$ cat src/design/lsst_pkg.sv
package lsst_pkg;

  typedef logic signed [31:0] coord_t;
  typedef logic signed [15:0] tan_t;

  localparam tan_t UNIT_Q14 = 16'sd16384;
  localparam logic [63:0] SHORT_SUMSQ_MIN = 64'd656;

  typedef enum logic [2:0] {
    REG_A_NORTH   = 3'd0,
    REG_A_EAST    = 3'd1,
    REG_A_DOWN    = 3'd2,
    REG_B_NORTH   = 3'd3,
    REG_B_EAST    = 3'd4,
    REG_B_DOWN    = 3'd5,
    REG_RADIUS    = 3'd6,
    REG_SPEED_MIN = 3'd7
  } cfg_reg_e;

  typedef struct packed {
    logic busy;
    tan_t tan_north;
    tan_t tan_east;
    tan_t tan_down;
  } tan_status_t;

endpackage

$ cat src/design/lsst_tangent.sv
module lsst_tangent import lsst_pkg::*; (
  input  logic        clk,
  input  logic        rst,
  input  logic        restart,
  input  coord_t      wp_a [3],
  input  coord_t      wp_b [3],
  output tan_status_t status
);

  typedef enum logic [5:0] {
    S_IDLE  = 6'b000001,
    S_LOAD  = 6'b000010,
    S_SQ    = 6'b000100,
    S_ROOT  = 6'b001000,
    S_DIVLD = 6'b010000,
    S_DIV   = 6'b100000
  } state_t;

  state_t      state;
  logic [30:0] mag [3];
  logic [2:0]  neg;
  logic        big;
  logic [1:0]  idx;
  logic [63:0] sumsq;
  logic [63:0] root_x;
  logic [63:0] root_r;
  logic [63:0] bitm;
  logic [4:0]  cnt;
  logic [32:0] rem;
  logic [15:0] numer_lo;
  logic [15:0] quo;
  tan_t        tan [3];

  logic signed [32:0] dsub [3];
  logic [32:0]        dmag [3];
  logic               big_next;
  logic [63:0]        sumsq_next;
  logic [63:0]        trial;
  logic [47:0]        numer;
  logic [33:0]        shifted;
  logic [33:0]        divisor;
  logic               qbit;
  logic [15:0]        q_full;
  logic [15:0]        q_clamp;

  always_comb begin
    big_next = 1'b0;
    for (int i = 0; i < 3; i++) begin
      dsub[i] = {wp_b[i][31], wp_b[i]} - {wp_a[i][31], wp_a[i]};
      dmag[i] = dsub[i][32] ? 33'(-dsub[i]) : 33'(dsub[i]);
      if (dmag[i][32:31] != 2'b00) big_next = 1'b1;
    end
    sumsq_next = sumsq + 64'(mag[idx] * mag[idx]);
    trial      = root_r + bitm;
    numer      = {2'b00, mag[idx], 15'd0} + {16'd0, root_r[31:0]};
    shifted    = {rem, numer_lo[15]};
    divisor    = {1'b0, root_r[31:0], 1'b0};
    qbit       = shifted >= divisor;
    q_full     = {quo[14:0], qbit};
    q_clamp    = (q_full > 16'(UNIT_Q14)) ? 16'(UNIT_Q14) : q_full;
  end

  always_ff @(posedge clk) begin
    if (rst) begin
      state <= S_IDLE;
      tan[0] <= UNIT_Q14;
      tan[1] <= '0;
      tan[2] <= '0;
    end else if (restart) begin
      state <= S_LOAD;
    end else begin
      case (state)
        S_LOAD: begin
          // halve all components when any one overflows 31 bits
          for (int i = 0; i < 3; i++) begin
            mag[i] <= big_next ? dmag[i][31:1] : dmag[i][30:0];
            neg[i] <= dsub[i][32];
          end
          big   <= big_next;
          sumsq <= '0;
          idx   <= '0;
          state <= S_SQ;
        end
        S_SQ: begin
          sumsq <= sumsq_next;
          if (idx == 2'd2) begin
            if (!big && sumsq_next < SHORT_SUMSQ_MIN) begin
              tan[0] <= UNIT_Q14;
              tan[1] <= '0;
              tan[2] <= '0;
              state  <= S_IDLE;
            end else begin
              root_x <= sumsq_next;
              root_r <= '0;
              bitm   <= 64'd1 << 62;
              cnt    <= '0;
              state  <= S_ROOT;
            end
          end else begin
            idx <= idx + 2'd1;
          end
        end
        S_ROOT: begin
          if (root_x >= trial) begin
            root_x <= root_x - trial;
            root_r <= (root_r >> 1) + bitm;
          end else begin
            root_r <= root_r >> 1;
          end
          bitm <= bitm >> 2;
          cnt  <= cnt + 5'd1;
          if (cnt == 5'd31) begin
            idx   <= '0;
            state <= S_DIVLD;
          end
        end
        S_DIVLD: begin
          // quotient fits in 16 bits, so the upper part starts below the divisor
          rem      <= {1'b0, numer[47:16]};
          numer_lo <= numer[15:0];
          quo      <= '0;
          cnt      <= '0;
          state    <= S_DIV;
        end
        S_DIV: begin
          rem      <= qbit ? 33'(shifted - divisor) : shifted[32:0];
          quo      <= q_full;
          numer_lo <= {numer_lo[14:0], 1'b0};
          cnt      <= cnt + 5'd1;
          if (cnt == 5'd15) begin
            tan[idx] <= neg[idx] ? -tan_t'(q_clamp) : tan_t'(q_clamp);
            if (idx == 2'd2) begin
              state <= S_IDLE;
            end else begin
              idx   <= idx + 2'd1;
              state <= S_DIVLD;
            end
          end
        end
        default: state <= S_IDLE;
      endcase
    end
  end

  assign status.busy      = (state != S_IDLE);
  assign status.tan_north = tan[0];
  assign status.tan_east  = tan[1];
  assign status.tan_down  = tan[2];

endmodule

$ cat config.mk
export PLATFORM = sky130hd
export DESIGN_NAME = lsst_tangent
export DESIGN_NICKNAME = d
export VERILOG_FILES = /design/src/design/lsst_pkg.sv /design/src/design/lsst_tangent.sv
export SDC_FILE = /design/constraint.sdc
export NUM_CORES = 2
export LEC_CHECK = 0
export ABC_CLOCK_PERIOD_IN_PS = 38100
export BUFFER_PORTS_ARGS = -buffer_cell sky130_fd_sc_hd__clkbuf_2
export CAP_MARGIN = 20
export CORE_ASPECT_RATIO = 1.75
export CORE_MARGIN = 5
export CORE_UTILIZATION = 60
export CTS_CLUSTER_SIZE = 28
export DETAILED_ROUTE_END_ITERATION = 10
export PLACE_DENSITY = 0.78
export SYNTH_ARGS = -nofsm -noshare
export SYNTH_HDL_FRONTEND = slang
export SYNTH_SLANG_ARGS = --single-unit
$ cat constraint.sdc
create_clock -name clk -period 38.1 [get_ports clk]
set_clock_uncertainty 0.15 [all_clocks]
set_input_delay 5.715 -clock clk [delete_from_list [all_inputs] [get_ports clk]]
set_output_delay 5.715 -clock clk [all_outputs]
set_load 0.02 [all_outputs]
# After elaboration in Yosys (flattened, before gate mapping)
# Memories as Yosys holds them, arrays and structs flattened. A register that Yosys moved wholly into a read port is not among the register bits.
# Cells that the tools add are included.
# op_classes
n_reduce_logical	22
n_bitwise	5
eq_ne	17
mux	67
mul	1
n_addsub	15
magnitude_cmp	5
# op_table
cell	count
64-bit two-way mux	8
64-bit one-hot mux with 2 select lines	4
33-bit two-way mux	4
33-bit negation	3
32-bit by 32-bit subtractor with 33-bit output	3
16-bit two-way mux	6
31-bit two-way mux	3
33-bit one-hot mux with 2 select lines	1
63-bit by 64-bit adder with 64-bit output	1
64-bit by 62-bit adder with 64-bit output	1
64-bit adder	1
64-bit greater-or-equal comparator	1
64-bit by 10-bit < comparator with 1-bit output (second input constant)	1
64-bit subtractor	1
31-bit by 31-bit multiplier with 62-bit output	1
46-bit by 32-bit adder with 47-bit output	1
34-bit by 33-bit greater-or-equal comparator with 1-bit output	1
33-bit subtractor	1
16-bit one-hot mux with 2 select lines	1
15-bit one-hot mux with 2 select lines	1
6-bit one-hot mux with 5 select lines	1
1-bit two-way mux	22
6-bit two-way mux	3
16-bit by 15-bit greater-than comparator with 1-bit output (second input constant)	1
other kinds (33)	61
# word_totals
n_memories	2
ram_bits	141
register_bits	337
input_bits	195
# memory_table
name	depth	word_bits	read_ports	rd_ports_with_merged_regs	write_ports	line_no	text
mag	3	31	1	1	3	lsst_tangent.sv:20	logic [30:0] mag [3];
tan	3	16	3	0	3	lsst_tangent.sv:32	tan_t tan [3];

# Depth between registers and ports, before layout
# depth
word_depth	12
mapped_depth	40
depth_no_buf	34

# Worst setup path before layout
# No wires, ideal clock.
# synth_timing
path_type	reg2reg
startpoint	reg (tool-made name)
endpoint	reg root_x[0], enable pin
t_required_ns	36.906
setup_slack_ns	24.827
path_stages_with_launch	40
arrival_time_ns	12.079
cell_sequence	dfxtp_1 > clkbuf_1 > buf_1 > clkbuf_1 > buf_1 > mux2i_1 > o21a_1 > clkbuf_1 > clkbuf_1 > nor2_1 > fa_1 > inv_1 > fa_1 > inv_1 > fa_1 > inv_1 > fa_1 > inv_1 > (+4 left out) > fa_1 > inv_1 > ha_1 > clkbuf_1 > nand4_1 > or3_1 > nor4_1 > nand2_1 > o31ai_1 > nor2_1 > o31ai_1 > a21o_1 > o211ai_1 > nor4b_1 > nand4_1 > nor2_1 > nand4b_1 > o21ai_0
# synth_lines
element	line_no	text
end signal: assignment	lsst_tangent.sv:93	root_x <= sumsq_next;
end signal: assignment	lsst_tangent.sv:105	root_x <= root_x - trial;
end: declaration	lsst_tangent.sv:25	logic [63:0] root_x;

==> summary.md <==
| Metric | Value |
|---|---|
| H-tree depth | 2 |
| R2r worst-path depth | 31 |
| Largest net degree at the start of global routing | 95 |
| Crit Path Category | flip-flop to flip-flop |
| RePlAce Congestion | just over 1 |
| Setup violations, final | 0 |
| Die footprint | 119000 sq um |
| Top Ports | around 240 |
| Layout cells sized above 1 | under 10% |
| CTS Buf Count | 46 |
| Die Span X | approximately 260 um |
| WHS Path Cells | 2 |
| PwrDens | about 84 nW/um^2 |
| Count of flip-flops with a built-in enable after synthesis | 440 |
| Die Y | between 400 and 500 um |
| Clock sink count | 448 |
| DP HPWL | 171000 um |
| Num rows | roughly 160 |
| DRC viols | 2 |
| Setup total negative slack | 0 ns |
| Fmax | around 0.07 GHz |
| Post-Syn Area | 66900 sq um |
| Worst EP required | roughly 38 ns |
| Vias in the first global route | 59016 |
| Failing checks | DRC |
| Final Hold Viols | 0 |
| Layout area overhead | 6.26% |
| Final period utilization | between 30% and 40% |
| Final Critical Period | between 10 and 15 ns |
| Critical path launch point type | flip-flop |
| Post-synthesis sequential area ratio | roughly a fifth |
| Antenna violations before repair | 2 |
| Hold buffers post-CTS | 0 |
| Leakage | about 33 nW |
| Overall Power | ~6 mW |
| IR drop worst, VDD | 0.136 mV |
| Crit-path most repeated cell | fa_1 |
| Routed Antenna Nets | 0 |
| Commonest non-fill, non-tap cells in the layout | inv_1 (1231), fa_1 (811), nand2_1 (710) |
| CP max-delay cell | clkinv_1 |
| Routed via count | about 56000 |
| Global-route wire length before repair | 325000 um |
| Drt pass-1 iters | 11 |
| Post-CTS Setup Inserts | 0 |
| Max Transition Viols Final | 0 |
| Post-synth ARST share | 0% |
| Outcome | complete, but fails checks |
| R2r setup slk | around 24 ns |
| Top_reg_cell synth | edfxtp_1 |
| CTS tree | yes |
| Post-Syn Instances | ~7600 |
| Delay-heaviest family, CP | adder cells |
| WP data arrival | 14.27 ns |
| Slew HR | between 10% and 20% |
| Clock Latency Late Sink | slightly below 0.7 ns |
| Initial core utilization | between 60% and 70% |
| RSZ-0062 raised after global routing | no |
| Worst setup EP type | flip-flop |
| Leading cell type in the layout, fill and taps excluded | inv_1 |
| CP max FO | just under 70 |
| Warning count from the yosys run | 0 |
| Drt initial violations | 4629 |
| Synth Register Bits | approximately 450 |
| Net count, final | around 9200 |
| Slew @ Worst Pin | around 1.2 ns |
| Clk root buf | clkbuf_16 |
| Drt total wl | between 200000 and 250000 um |
| Worst path max stage delay | about 1.1 ns |
| CTS Buffer Depth | 3 |
| Net Count, Synth | 9116 |
| Core Region | 111000 sq um |
| Syn avg cell area | 8.84 sq um |
| Buffers on Ports | ~240 |
| Total track usage | around a third |
| Number of distinct library cells after synthesis | 99 |
| Hold Path Class | flip-flop to flip-flop |
| Hold endpoint | numer_lo[4] |
| Hold Startpoint | numer_lo[3] |
| Clock-pin slew on the worst setup and hold paths | ~0.07 ns |
| # resized after CTS | 0 |
| Wire per inst | ~23 um |
| CP bufs+invs | 5 |
| Via-to-Cell Ratio | 6.11 |
| Max Cap Viol | 0 |
| Reg2Reg Capture Point | root_r[2] |
| Grt ovf | 0 |
## how the worst max path moves through the flow
stage	slack, ns	end	cells past startpoint	start
after CTS	24.32	root_r[2]	33	flip-flop
after global routing	23.56	root_r[4]	31	flip-flop
after floorplan	24.83	root_x[0]	39	flip-flop
final	23.93	root_r[2]	31	flip-flop
after global placement	24.69	root_r[2]	33	flip-flop
after detailed placement	24.31	root_r[2]	33	flip-flop
## Yosys cell counts (all sizes together), types with 101 or more instances
cell type	count	area, sq um
a21oi	397	2000
inv	1234	4630
xnor2	244	2140
a31oi	101	632
fa	811	16200
edfxtp	440	13200
and2	118	738
nor2	704	2650
nor3	105	526
xor2	193	1690
clkbuf	211	793
o21ai	392	1960
a21o	151	1130
ha	541	6770
nand2	711	2670
## layout make-up
type                            instances  area (sq um)
Antenna cell                            1          2.50
Clock buffer                           53          1180
Clock inverter                         30           340
Fill cell                            9465         40000
Inverter                             1240          4660
Multi-Input combinational cell       5604         47800
Sequential cell                       448         13400
Tap cell                             1476          1850
Timing Repair Buffer                  327          1860
## tightest hold or removal path, cell delays in order, from the launching register on
cell and delay [ns]:
edfxtp_1 0.33, nand2_1 0.04, o21ai_0 0.05
## routing by layer
metal | up-vias | part of all wire, % | global-route usage, %
met5 | - | 0.0061 | 0
li1 | 25493 | - | -
met4 | 2 | 11 | 29.1
met1 | 27144 | 32 | 35.6
met2 | 2522 | 51 | 63.4
met3 | 909 | 6.4 | 5.18
## kinds of logic after synthesis
| kind of cell | Yosys count | share of synthesized area (%) |
|---|---|---|
| mux | 106 | 1.62 |
| xor+xnor | 437 | 5.72 |
| flops | 448 | 20.0 |
| fa+ha+maj | 1353 | 34.4 |
| buf+inv | 1517 | 8.67 |
| simple gates | 2168 | 14.9 |
| compound gates | 1540 | 14.6 |
## flip-flops by register name, indices dropped and copies added, names as in the netlist, named ones only
name / count
tan: 48
sumsq: 64
bitm: 32
idx: 2
quo: 15
big: 1
neg: 3
cnt: 5
state: 6
rem: 33
root_r: 64
mag: 93
root_x: 64
numer_lo: 16
## stage by stage
step           utilization (%)  cell area (sq um)  instances  hold WS [ns]  setup slack (ns)
2_1_floorplan                -              66900       7569         0.334             24.83
3_3_place_gp              62.6              69500       9094         0.353             24.69
3_5_place_dp              62.6              69500       9094         0.371             24.31
4_1_cts                   64.0              71100       9177         0.389             24.32
5_1_grt                   64.0              71100       9179         0.415             23.56
6_report                  64.0              71100       9179         0.381             23.93
## power by group
| part | switching [mW] | leakage, nW | internal, mW | total (mW) |
|---|---|---|---|---|
| sequential | 0.00307 | 4.40 | 0.702 | 0.705 |
| clock | 0.223 | 0.735 | 0.265 | 0.487 |
| combinational | 3.10 | 27.9 | 1.66 | 4.76 |
| total | 3.32 | 33.1 | 2.63 | 5.95 |
Power figures use the tool's default switching activity.
